### src/chba_pkg.sv
`default_nettype none
package chba_pkg;
  localparam int DefNumCells   = 256;
  localparam int DefNumSamples = 160;
  localparam int DefBinWidth   = 20;

  localparam logic [1:0] CMD_LOAD  = 2'd0;
  localparam logic [1:0] CMD_DEPOSIT = 2'd1;
  localparam logic [1:0] CMD_READ  = 2'd2;
  localparam logic [1:0] CMD_CLEAR = 2'd3;

  localparam logic [1:0] ST_DONE    = 2'd0;
  localparam logic [1:0] ST_NOMATCH = 2'd1;
  localparam logic [1:0] ST_TIME    = 2'd2;
  localparam logic [1:0] ST_RANGE   = 2'd3;

  localparam logic REG_CELLS_IN_USE = 1'b0;
  localparam logic REG_WINDOW_START = 1'b1;

  // controller -> datapath
  typedef struct packed {
    logic capture;     // latch request fields
    logic load_cell;   // write cell tables
    logic scan_start;  // reset scan counter, issue first table read
    logic scan_next;   // advance scan counter
    logic div_start;   // start time binning
    logic sum_read;    // issue sum memory read
    logic sum_write;   // write updated sum
    logic clr_start;   // reset clear counter
    logic clr_step;    // write zero, advance clear counter
    logic set_result;  // latch result from datapath
  } chba_cmd_t;

  // datapath -> controller
  typedef struct packed {
    logic [1:0] command;
    logic       index_bad;
    logic       hit;        // compare of current cell on registered table data
    logic       scan_last;  // current cell is last to test
    logic       scan_empty; // no cells in use
    logic       time_bad;
    logic       div_done;
    logic       clr_last;
  } chba_sts_t;
endpackage
`default_nettype wire

### src/chba_ctrl.sv
`default_nettype none
module chba_ctrl
  import chba_pkg::*;
(
  input  wire logic      clk,
  input  wire logic      rst,
  input  wire logic      in_valid,
  output logic           in_ready,
  output logic           out_valid,
  input  wire logic      out_ready,
  input  wire chba_sts_t sts,
  output chba_cmd_t      cmd
);
  typedef enum logic [10:0] {
    S_INIT  = 11'b00000000001,
    S_IDLE  = 11'b00000000010,
    S_DEC   = 11'b00000000100,
    S_SCAN0 = 11'b00000001000,
    S_SCAN  = 11'b00000010000,
    S_DIV   = 11'b00000100000,
    S_RD    = 11'b00001000000,
    S_WR    = 11'b00010000000,
    S_CLR   = 11'b00100000000,
    S_OUT   = 11'b01000000000,
    S_MISS  = 11'b10000000000
  } state_t;

  state_t state, state_next;

  always_ff @(posedge clk) begin
    if (rst) state <= S_INIT;
    else state <= state_next;
  end

  assign in_ready  = (state == S_IDLE);
  assign out_valid = (state == S_OUT);

  // sequencing
  always_comb begin
    state_next = state;
    cmd = '0;
    unique case (state)
      S_INIT: begin
        // zero every sum once after reset, no result
        cmd.clr_step = 1'b1;
        if (sts.clr_last) state_next = S_IDLE;
      end
      S_IDLE: begin
        if (in_valid) begin
          cmd.capture = 1'b1;
          state_next = S_DEC;
        end
      end
      S_DEC: begin
        if (sts.index_bad) begin
          cmd.set_result = 1'b1;
          state_next = S_OUT;
        end else begin
          unique case (sts.command)
            CMD_LOAD: begin
              cmd.load_cell = 1'b1;
              cmd.set_result = 1'b1;
              state_next = S_OUT;
            end
            CMD_READ: begin
              cmd.sum_read = 1'b1;
              state_next = S_RD;
            end
            CMD_CLEAR: begin
              cmd.clr_start = 1'b1;
              state_next = S_CLR;
            end
            default: begin
              if (sts.scan_empty) state_next = S_MISS;
              else begin
                cmd.scan_start = 1'b1;
                state_next = S_SCAN0;
              end
            end
          endcase
        end
      end
      S_SCAN0: begin
        // table read in flight; compare registers next cycle
        cmd.scan_next = 1'b1;
        state_next = S_SCAN;
      end
      S_SCAN: begin
        if (sts.hit) begin
          cmd.div_start = 1'b1;
          state_next = S_DIV;
        end else if (sts.scan_last) state_next = S_MISS;
        else cmd.scan_next = 1'b1;
      end
      S_DIV: begin
        if (sts.time_bad) begin
          cmd.set_result = 1'b1;
          state_next = S_OUT;
        end else if (sts.div_done) begin
          cmd.sum_read = 1'b1;
          state_next = S_RD;
        end
      end
      S_RD: begin
        if (sts.command == CMD_DEPOSIT) begin
          state_next = S_WR;
        end else begin
          cmd.set_result = 1'b1;
          state_next = S_OUT;
        end
      end
      S_WR: begin
        cmd.sum_write = 1'b1;
        cmd.set_result = 1'b1;
        state_next = S_OUT;
      end
      S_CLR: begin
        cmd.clr_step = 1'b1;
        if (sts.clr_last) begin
          cmd.set_result = 1'b1;
          state_next = S_OUT;
        end
      end
      S_MISS: begin
        cmd.set_result = 1'b1;
        state_next = S_OUT;
      end
      S_OUT: begin
        if (out_ready) state_next = S_IDLE;
      end
      default: state_next = S_IDLE;
    endcase
  end
endmodule
`default_nettype wire

### config.mk
export PLATFORM = sky130hd
export DESIGN_NAME = chba_ctrl
export DESIGN_NICKNAME = d
export VERILOG_FILES = /design/src/chba_pkg.sv /design/src/chba_ctrl.sv
export SDC_FILE = /design/constraint.sdc
export NUM_CORES = 1
export LEC_CHECK = 0
export BUFFER_PORTS_ARGS = -buffer_cell sky130_fd_sc_hd__buf_2
export CORE_MARGIN = 2
export CORE_UTILIZATION = 55
export CTS_CLUSTER_DIAMETER = 100
export CTS_CLUSTER_SIZE = 12
export DETAILED_ROUTE_END_ITERATION = 6
export PLACE_DENSITY = 0.83
export SLEW_MARGIN = 20
export SYNTH_ARGS = -nofsm -noshare
export SYNTH_HDL_FRONTEND = slang
export SYNTH_SLANG_ARGS = --single-unit
### constraint.sdc
create_clock -name clk -period 3.05 [get_ports clk]
set_clock_uncertainty 0.15 [all_clocks]
set_input_delay 0.1525 -clock clk [delete_from_list [all_inputs] [get_ports clk]]
set_output_delay 0.1525 -clock clk [all_outputs]
set_load 0.01 [all_outputs]
==> flow_summary.yaml, run 1 <==
routing:
  wl_per_cell_um: 15.45
  dr.first_iter.drc_count: 32
  vias: 976
  via_per_inst: 6.507
  ant_nets: 0
  dr.pass1.iters: 4
  post-route-drc-count: 0
  wl_mm: 2.317
logic_synthesis:
  ys_warn_count: 0
  ys.flop_type: "dfxtp_1"
  synth_seq_cells: 11
  synth.top_cells.by_count: "nor3_1, dfxtp_1, nor2_1"
  syn_area_um2: 910.9
  synth_edf_count: 0
  synth_top_area_frac: 0.2418
  ys_seq_area_frac: 0.2418
  synth.avg_cell_area_um2: 7.921
  syn_inst: 115
  yosys.cell_types.count: 39
  ys_async_sr_fraction: 0
  synth_top_area_cell: "dfxtp_1"
  synth_area_leaders: "dfxtp_1, nor3_1, nand4_1, nor2_1, nor4_1"
  syn-num-nets: 128
  yosysMostFrequentCell: "nor3_1"
pwr:
  pwr-share-seq: 0.472
  switching_share: 0.3120
  p_switching_mw: 0.1067
  power_density_nw_per_um2: 330.9
  p_int_mw: 0.2353
  peakVddDrop_mv: 0.3253
  p_clk_frac: 0.289
  combPwrFrac: 0.239
  leakagePower_nw: 0.4775
hold_path:
  hold_class: "input port to flip-flop"
timing:
  setup_violations: 0
  holdWs_ps: 58.58
  fmax_mhz: 443.7
  rsz0062_at_grt: "no"
  finalSetupTns_ps: 0
  slew-limit-headroom: 0.6005
  worst_pin_slew_ps: 594.7
  fin_crit_sh: 0.7390
  hold_violations: 0
  slew_violations: 0
  fin_crit_ps: 2254
critical_path:
  reg2reg_slack_ps: 1000
  startpoint_type: "flip-flop"
  slowest_delay_ps: 570
  crit_chain: "nor3_1, nand3_1, o22ai_1, a221o_1, buf_2"
  critical_path_arrival_ps: 1950
  rr_worst_depth: 5
  slowest_stage: "nor3_1"
  crit_fanout: 13
  regToRegEndpoint: "state[1]"
  crit_end: "cmd[0]"
  r2r-start: "state[1]"
  worstSetupEndpointType: "primary output"
  cp.required_ps: 2750
  path_class: "flip-flop to primary output"
  crit_start: "state[2]"
place:
  port-buffer-count: 24
  place_congestion: 0.8698
  dpl.hpwl_mm: 1.781
clock_network:
  cts_buffer_depth: 2
  clk_pin_slew_ps: 70
  cts_hold_buf: 1
  clk_root_buffer_cell: "clkbuf_4"
  cts_setup_buffers: 0
  cts.sinks: 11
  cts_made_buffers: 3
  htree_levels: 1
  cts_tree: "done"
  clock_latency_ps: 270
  ctsResizeCount: 0
cells_and_area:
  top_register: "state"
  largest_reg_flops: 11
  antennaDiodeCount: 0
  syn2layout_area_growth_pct: 13.46
  drive_above_1_share: 0.2537
  layout.nets: 148
  final_core_util: 0.6782
  reg_top3: "state (11)"
floorplanning:
  start_util: 0.5977
  dieArea_um2: 1998
  fp.dieW_um: 44.70
  dieHeight_um: 44.70
  boundaryPins: 25
  rows: 14
  core_um2: 1524
global_routing:
  grt_pass1_wl_mm: 3.698
  grt_pass1_vias: 834
  antenna_found_initial: 0
  grt_usage: 0.2548
  grt.overflow.total: 0
  grt_max_degree: 14
job:
  maxCapViolCount: 0
run_status:
  status: "completed"
[worst min path at each step]
| stage | startpoint | end | depth (start not counted) |
|---|---|---|---|
| finish | sts[1] | state[5] | 4 |
| floorplan | sts[3] | state[3] | 1 |
| CTS | sts[1] | state[5] | 4 |
| global placement | sts[3] | state[3] | 2 |
| global route | rst | state[5] | 2 |
| detailed placement | sts[3] | state[3] | 2 |
[stage by stage]
step	instances	instance area [µm²]	total power, mW	setup WS (ps)
2_1_floorplan	115	910.9	0.2195	1224
3_3_place_gp	145	997.2	0.2423	1102
3_5_place_dp	145	997.2	0.2441	1058
4_1_cts	150	1033	0.3424	806.3
5_1_grt	150	1033	0.3607	662.9
6_report	150	1033	0.3420	796.0
[kinds of logic (layout without fill, tap and decap cells)]
group	count (synthesis)	in the layout	share of synthesized area
AO/OA/AOI/OAI	14	14	0.1442
XOR/XNOR	4	4	0.03846
buffers and inverters	13	32	0.07141
flip-flops	11	11	0.2418
AND/OR/NAND/NOR	73	73	0.5041
[cell type report]
cell class / count / area, µm²
Clock buffer: 4 / 26.28
Timing Repair Buffer: 25 / 130.1
Inverter: 3 / 11.26
Fill cell: 130 / 490.5
Tap cell: 16 / 20.02
Multi-Input combinational cell: 91 / 625.6
Sequential cell: 11 / 220.2
[worst max-delay path, delay by kind of cell, from the launching register on]
family / cells / cell delay (ps)
AO/OA/AOI/OAI: 2 / 330
buffers and inverters: 1 / 140
flip-flops: 1 / 460
AND/OR/NAND/NOR: 2 / 760
[power by group through the flow]
stage	Clock [mW]	Combinational, mW	Sequential [mW]
after floorplan	0	0.0666	0.153
after global placement	0	0.0780	0.164
after detailed placement	0	0.0796	0.165
after CTS	0.100	0.0809	0.161
after global routing	0.109	0.0896	0.163
final	0.0988	0.0818	0.161
[layout by cell type (no fill, tap or decap), types with 4 or more instances in the layout]
cell,instances
and2_1,5
and3_1,4
buf_2,24
dfxtp_1,11
nand2_1,5
nand3_1,5
nand4_1,6
nor2_1,10
nor2b_1,4
nor3_1,12
nor4_1,6
xor2_1,4
[routing by layer]
metal  share of wire  track usage  wire length (µm)  up-vias
li1                -            -                 -      479
met1            0.42       0.3291               971      437
met2            0.50       0.4290              1163       58
met3           0.073      0.03600               168        2
met4          0.0060      0.09697                14        0
met5               0            0                 0        -
Note: power is estimated with default switching activity, not from simulation.
==> inputs of run 2 (changes only) <==
--- a/config.mk
+++ b/config.mk
@@ -7,11 +7,11 @@
 export LEC_CHECK = 0
 export BUFFER_PORTS_ARGS = -buffer_cell sky130_fd_sc_hd__buf_2
 export CORE_MARGIN = 2
-export CORE_UTILIZATION = 55
+export CORE_UTILIZATION = 51
 export CTS_CLUSTER_DIAMETER = 100
 export CTS_CLUSTER_SIZE = 12
 export DETAILED_ROUTE_END_ITERATION = 6
-export PLACE_DENSITY = 0.83
+export PLACE_DENSITY = 0.78
 export SLEW_MARGIN = 20
 export SYNTH_ARGS = -nofsm -noshare
 export SYNTH_HDL_FRONTEND = slang
==> constraint.sdc (replaced) <==
create_clock -name clk -period 2.2 [get_ports clk]
set_clock_uncertainty 0.15 [all_clocks]
set_input_delay 0.11 -clock clk [delete_from_list [all_inputs] [get_ports clk]]
set_output_delay 0.11 -clock clk [all_outputs]
set_load 0.01 [all_outputs]
==> run 2 against run 1 <==
Compared with the run above: the flow now finishes with violations (design-rule violations, negative hold slack); sequential power up 34%; final area rose by 11%; setup slack lost 720 ps; die area rose by 7.1%; first-iteration DRC count grew 59%; register-to-register slack worse by 810 ps; via count is 8.0% higher; critical path type unchanged; critical endpoint is now cmd[4]; largest cell class unchanged; largest power group unchanged; highest routed layer unchanged.
==> flow_summary.yaml, run 2 (synthesis gave the netlist of run 1 again) <==
place:
  dpl.hpwl_mm: 1.947
  port-buffer-count: 24
  place_congestion: 0.9059
  place_worst_setup_slack_ps: 277.5
  place_inst: 159
  dpl_cell_area_um2: 1046
hold_path:
  hold_class: "input port to flip-flop"
cells_and_area:
  layout_commonest_cell: "buf_2"
  largest_reg_flops: 11
  syn2layout_area_growth_pct: 25.55
  antennaDiodeCount: 0
  layout.nets: 158
  postLayoutCellArea_um2: 1144
  final_cells: 169
  drive_above_1_share: 0.3403
  reg_top3: "state (11)"
  final_cell_mix: "buf_2, nor3_1, nor2_1, buf_4, dfxtp_1"
  top_register: "state"
pwr:
  power_density_nw_per_um2: 427.2
  finalPower_mw: 0.4885
  p_clk_frac: 0.279
  pwr-share-seq: 0.442
  p_int_mw: 0.3366
  peakVddDrop_mv: 0.3075
  combPwrFrac: 0.279
  leakagePower_nw: 0.5360
  p_switching_mw: 0.1519
  switching_share: 0.3109
routing:
  vias: 1054
  via_per_inst: 6.237
  dr.pass1.iters: 7
  dr.first_iter.drc_count: 51
  wl_mm: 2.599
  post-route-drc-count: 2
  wl_per_cell_um: 15.38
  ant_nets: 0
clock_network:
  cts_buffer_depth: 2
  cts.sinks: 11
  clock_latency_ps: 260
  clk_root_buffer_cell: "clkbuf_4"
  htree_levels: 1
  clk_pin_slew_ps: 70
  cts_tree: "done"
  cts_made_buffers: 3
critical_path:
  path_class: "flip-flop to primary output"
  critical_path_arrival_ps: 1870
  cp.required_ps: 1940
  worstSetupEndpointType: "primary output"
  crit_fanout: 4
  startpoint_type: "flip-flop"
job:
  maxCapViolCount: 0
floorplanning:
  dieArea_um2: 2140
  start_util: 0.5333
  core_um2: 1708
  rows: 15
  boundaryPins: 25
  fp.dieW_um: 46.26
  dieHeight_um: 46.26
global_routing:
  grt_usage: 0.2656
  grt_pass1_wl_mm: 4.043
  grt_pass1_vias: 921
  grt.overflow.total: 0
  antenna_found_initial: 0
  grt_max_degree: 13
timing:
  slew_violations: 0
  slew-limit-headroom: 0.6201
  setup_slack_ps: 74.50
  worst_pin_slew_ps: 564.7
  fin_crit_sh: 0.9661
  holdWs_ps: -0.3939
  fin_crit_ps: 2125
  hold_violations: 1
  setup_violations: 0
  fmax_mhz: 470.5
run_status:
  violations: "design-rule violations, negative hold slack"
  status: "finished with violations"
==> run 2: area by class of cell <==
class	instances	area, µm²
multi-input combinational	91	636.9
timing repair buffer	35	205.2
fill	132	564.3
tap	25	31.28
inverter	3	11.26
clock buffer	4	26.28
sequential	11	232.7
==> run 2: repair_timing <==
action | CTS | global route
setup buffers | 1 | 4
hold endpoints to repair | 1 | 0
gates resized for setup | 3 | 6
hold buffers | 1 | 0
pin swaps | 1 | 3
setup endpoints to repair | 1 | 6
==> run 2: power by group through the flow <==
stage / Sequential, mW / Combinational [mW] / Clock, mW
2_1_floorplan: 0.212 / 0.0923 / 0
3_3_place_gp: 0.226 / 0.121 / 0
3_5_place_dp: 0.226 / 0.122 / 0
4_1_cts: 0.222 / 0.128 / 0.135
5_1_grt: 0.217 / 0.149 / 0.149
6_report: 0.216 / 0.136 / 0.136
==> run 2: per-stage QoR <==
stage	TNS, ps	util	hold WS [ps]
after detailed placement	0	0.6125	178.4
after CTS	0	0.6403	4.229
after global routing	-15.52	0.6696	22.85
final	0	0.6696	-0.3939
after floorplan	0	-	38.51
after global placement	0	0.6125	169.6
==> run 2: metal layers <==
metal | share of wire | vias to the layer above | GRT usage
met2 | 0.49 | 77 | 0.4667
met1 | 0.38 | 468 | 0.3082
met3 | 0.10 | 10 | 0.06275
met4 | 0.020 | 0 | 0.09714
li1 | - | 499 | -
met5 | 0 | - | 0
==> run 2: worst paths after layout <==
| path | start | end | slack [ps] | cells past startpoint |
|---|---|---|---|---|
| max reg2reg | state[10] | state[1] | 190 | 6 |
| max | state[0] | cmd[4] | 70 | 5 |
| min reg2reg | state[8] | state[8] | 370 | 2 |
| min | sts[1] | state[5] | -0.4 | 4 |
==> run 2: critical path: stages, from the launching register on <==
cell and delay (ps):
dfxtp_4 340, or4_4 550, nor2_4 160, nand4b_4 150
o32ai_4 230, buf_2 170
==> inputs of run 3 (changes only) <==
==> constraint.sdc (replaced) <==
create_clock -name clk -period 2.2 [get_ports clk]
set_clock_uncertainty 0.15 [all_clocks]
set_input_delay 0.33 -clock clk [delete_from_list [all_inputs] [get_ports clk]]
set_output_delay 0.33 -clock clk [all_outputs]
set_load 0.01 [all_outputs]
==> run 3 against run 2 <==
Compared with the run above: the run ends with negative setup slack left; via count rose by 6.9%; count of clock-buffer cells in the layout did not move; final area rose by 6.1%; clock power rose by 5%; fmax fell by 11%; power rose by 3.5%; setup slack got worse by 250 ps; largest cell class unchanged.
==> flow_summary.yaml, run 3 (synthesis gave the netlist of run 1 again) <==
routing:
  wl_mm: 3.073
  dr.pass1.iters: 4
  wl_per_cell_um: 17.46
  dr.first_iter.drc_count: 57
  post-route-drc-count: 0
  ant_nets: 0
  via_per_inst: 6.403
  vias: 1127
pwr:
  peakVddDrop_mv: 0.4557
  p_int_mw: 0.3407
  p_clk_frac: 0.284
  leakagePower_nw: 0.5823
  power_density_nw_per_um2: 416.5
  combPwrFrac: 0.291
  p_switching_mw: 0.1648
  pwr-share-seq: 0.426
  switching_share: 0.3260
  finalPower_mw: 0.5055
clock_network:
  htree_levels: 1
  cts.sinks: 11
  cts_made_buffers: 3
  cts_hold_buf: 0
  clk_pin_slew_ps: 70
  cts_buffer_depth: 2
  clk_root_buffer_cell: "clkbuf_4"
  cts_tree: "done"
  clock_latency_ps: 280
timing:
  hold_violations: 0
  fin_crit_ps: 2379
  finalSetupTns_ps: -679.9
  setup_violations: 7
  rsz0062_at_grt: "yes"
  slew-limit-headroom: 0.6857
  slew_violations: 0
  fmax_mhz: 420.3
  worst_pin_slew_ps: 467.2
  fin_crit_sh: 1.082
  setup_slack_ps: -179.4
critical_path:
  slowest_stage: "dfxtp_1"
  slowest_delay_ps: 320
  reg2reg_slack_ps: 160
  cpMostUsedCell: "buf_4"
  critical_path_arrival_ps: 1900
  crit_fanout: 7
  crit_chain: "buf_4, nor4_2, buf_4, nand3_1, o22ai_1, a221o_1, buf_2"
  path_class: "flip-flop to primary output"
  worstSetupEndpointType: "primary output"
  startpoint_type: "flip-flop"
  cp.required_ps: 1720
cells_and_area:
  layout.nets: 165
  final_cell_mix: "buf_2, buf_4, nor3_1"
  final_core_util: 0.7106
  drive_above_1_share: 0.3974
  antennaDiodeCount: 0
  layout_commonest_cell: "buf_2"
  syn2layout_area_growth_pct: 33.24
  largest_reg_flops: 11
  seq_area_um2: 227.7
  top_register: "state"
  nFillCells: 135
  reg_top3: "state (11)"
  multi_input_area_um2: 654.4
floorplanning:
  dieHeight_um: 46.26
  fp.dieW_um: 46.26
  dieArea_um2: 2140
  core_um2: 1708
  boundaryPins: 25
  start_util: 0.5333
  rows: 15
job:
  maxCapViolCount: 0
hold_path:
  hold_class: "input port to flip-flop"
global_routing:
  grt_pass1_wl_mm: 4.264
  grt_usage: 0.2882
  grt.overflow.total: 0
  grt_max_degree: 13
  grt_pass1_vias: 974
  antenna_found_initial: 0
place:
  port-buffer-count: 24
  place_worst_setup_slack_ps: 93.67
  dpl.hpwl_mm: 2.077
  place_congestion: 0.8934
run_status:
  status: "finished with violations"
  violations: "negative setup slack"
==> run 3: cell count changes in the layout (fill, tap and decap cells not counted), sizes merged <==
cell and delta:
dlygate4sd3 -1, buf +8
==> run 3: through the flow <==
stage	hold WS [ps]	area [µm²]	std cells
floorplan	258.5	910.9	115
global placement	395.0	1121	169
detailed placement	396.3	1121	169
CTS	102.8	1177	174
global route	104.1	1214	176
finish	109.7	1214	176
==> run 3: per-layer routing <==
layer  up-vias  share of wire  track usage
met5         -              0            0
met4         0          0.062       0.2343
met3        23           0.11      0.05098
met2        97           0.49       0.4583
met1       495           0.34       0.3325
li1        512              -            -
==> run 3: path summary, 6_finish.rpt <==
path                            cells after the start        to  startpoint
worst max-delay path                                7    cmd[0]    state[0]
worst max register to register                      6  state[1]    state[0]
worst min register to register                      2  state[0]    state[0]
worst min-delay path                                2  state[3]      sts[3]
==> run 3: power groups by stage <==
stage	clock (mW)	sequential, mW	combinational [mW]
after floorplan	0	0.212	0.0923
after global placement	0	0.220	0.133
after detailed placement	0	0.220	0.136
after CTS	0.147	0.214	0.137
after global routing	0.152	0.215	0.155
final	0.143	0.215	0.147
==> run 3: cell type report <==
cell class	count	area share
multi-input cells	91	0.5392
repair buffers	42	0.2165
flip-flops and latches	11	0.1876
well taps	25	0.02577
clock buffers	4	0.02165
inverters	3	0.009278
==> run 3: critical path, delay by kind of cell (launching register included) <==
kind / cells / cell delay, ps
buffers and inverters: 3 / 510
AOI/OAI and AO/OA: 2 / 370
and+or+nand+nor: 2 / 420
DFF: 1 / 320
==> run 3: repair_timing <==
item / CTS / global route
resized for setup: 6 / 6
hold endpoints to repair: 0 / 0
pin swaps: 4 / 3
setup buffers: 1 / 2
endpoints found under the setup margin: 6 / 8
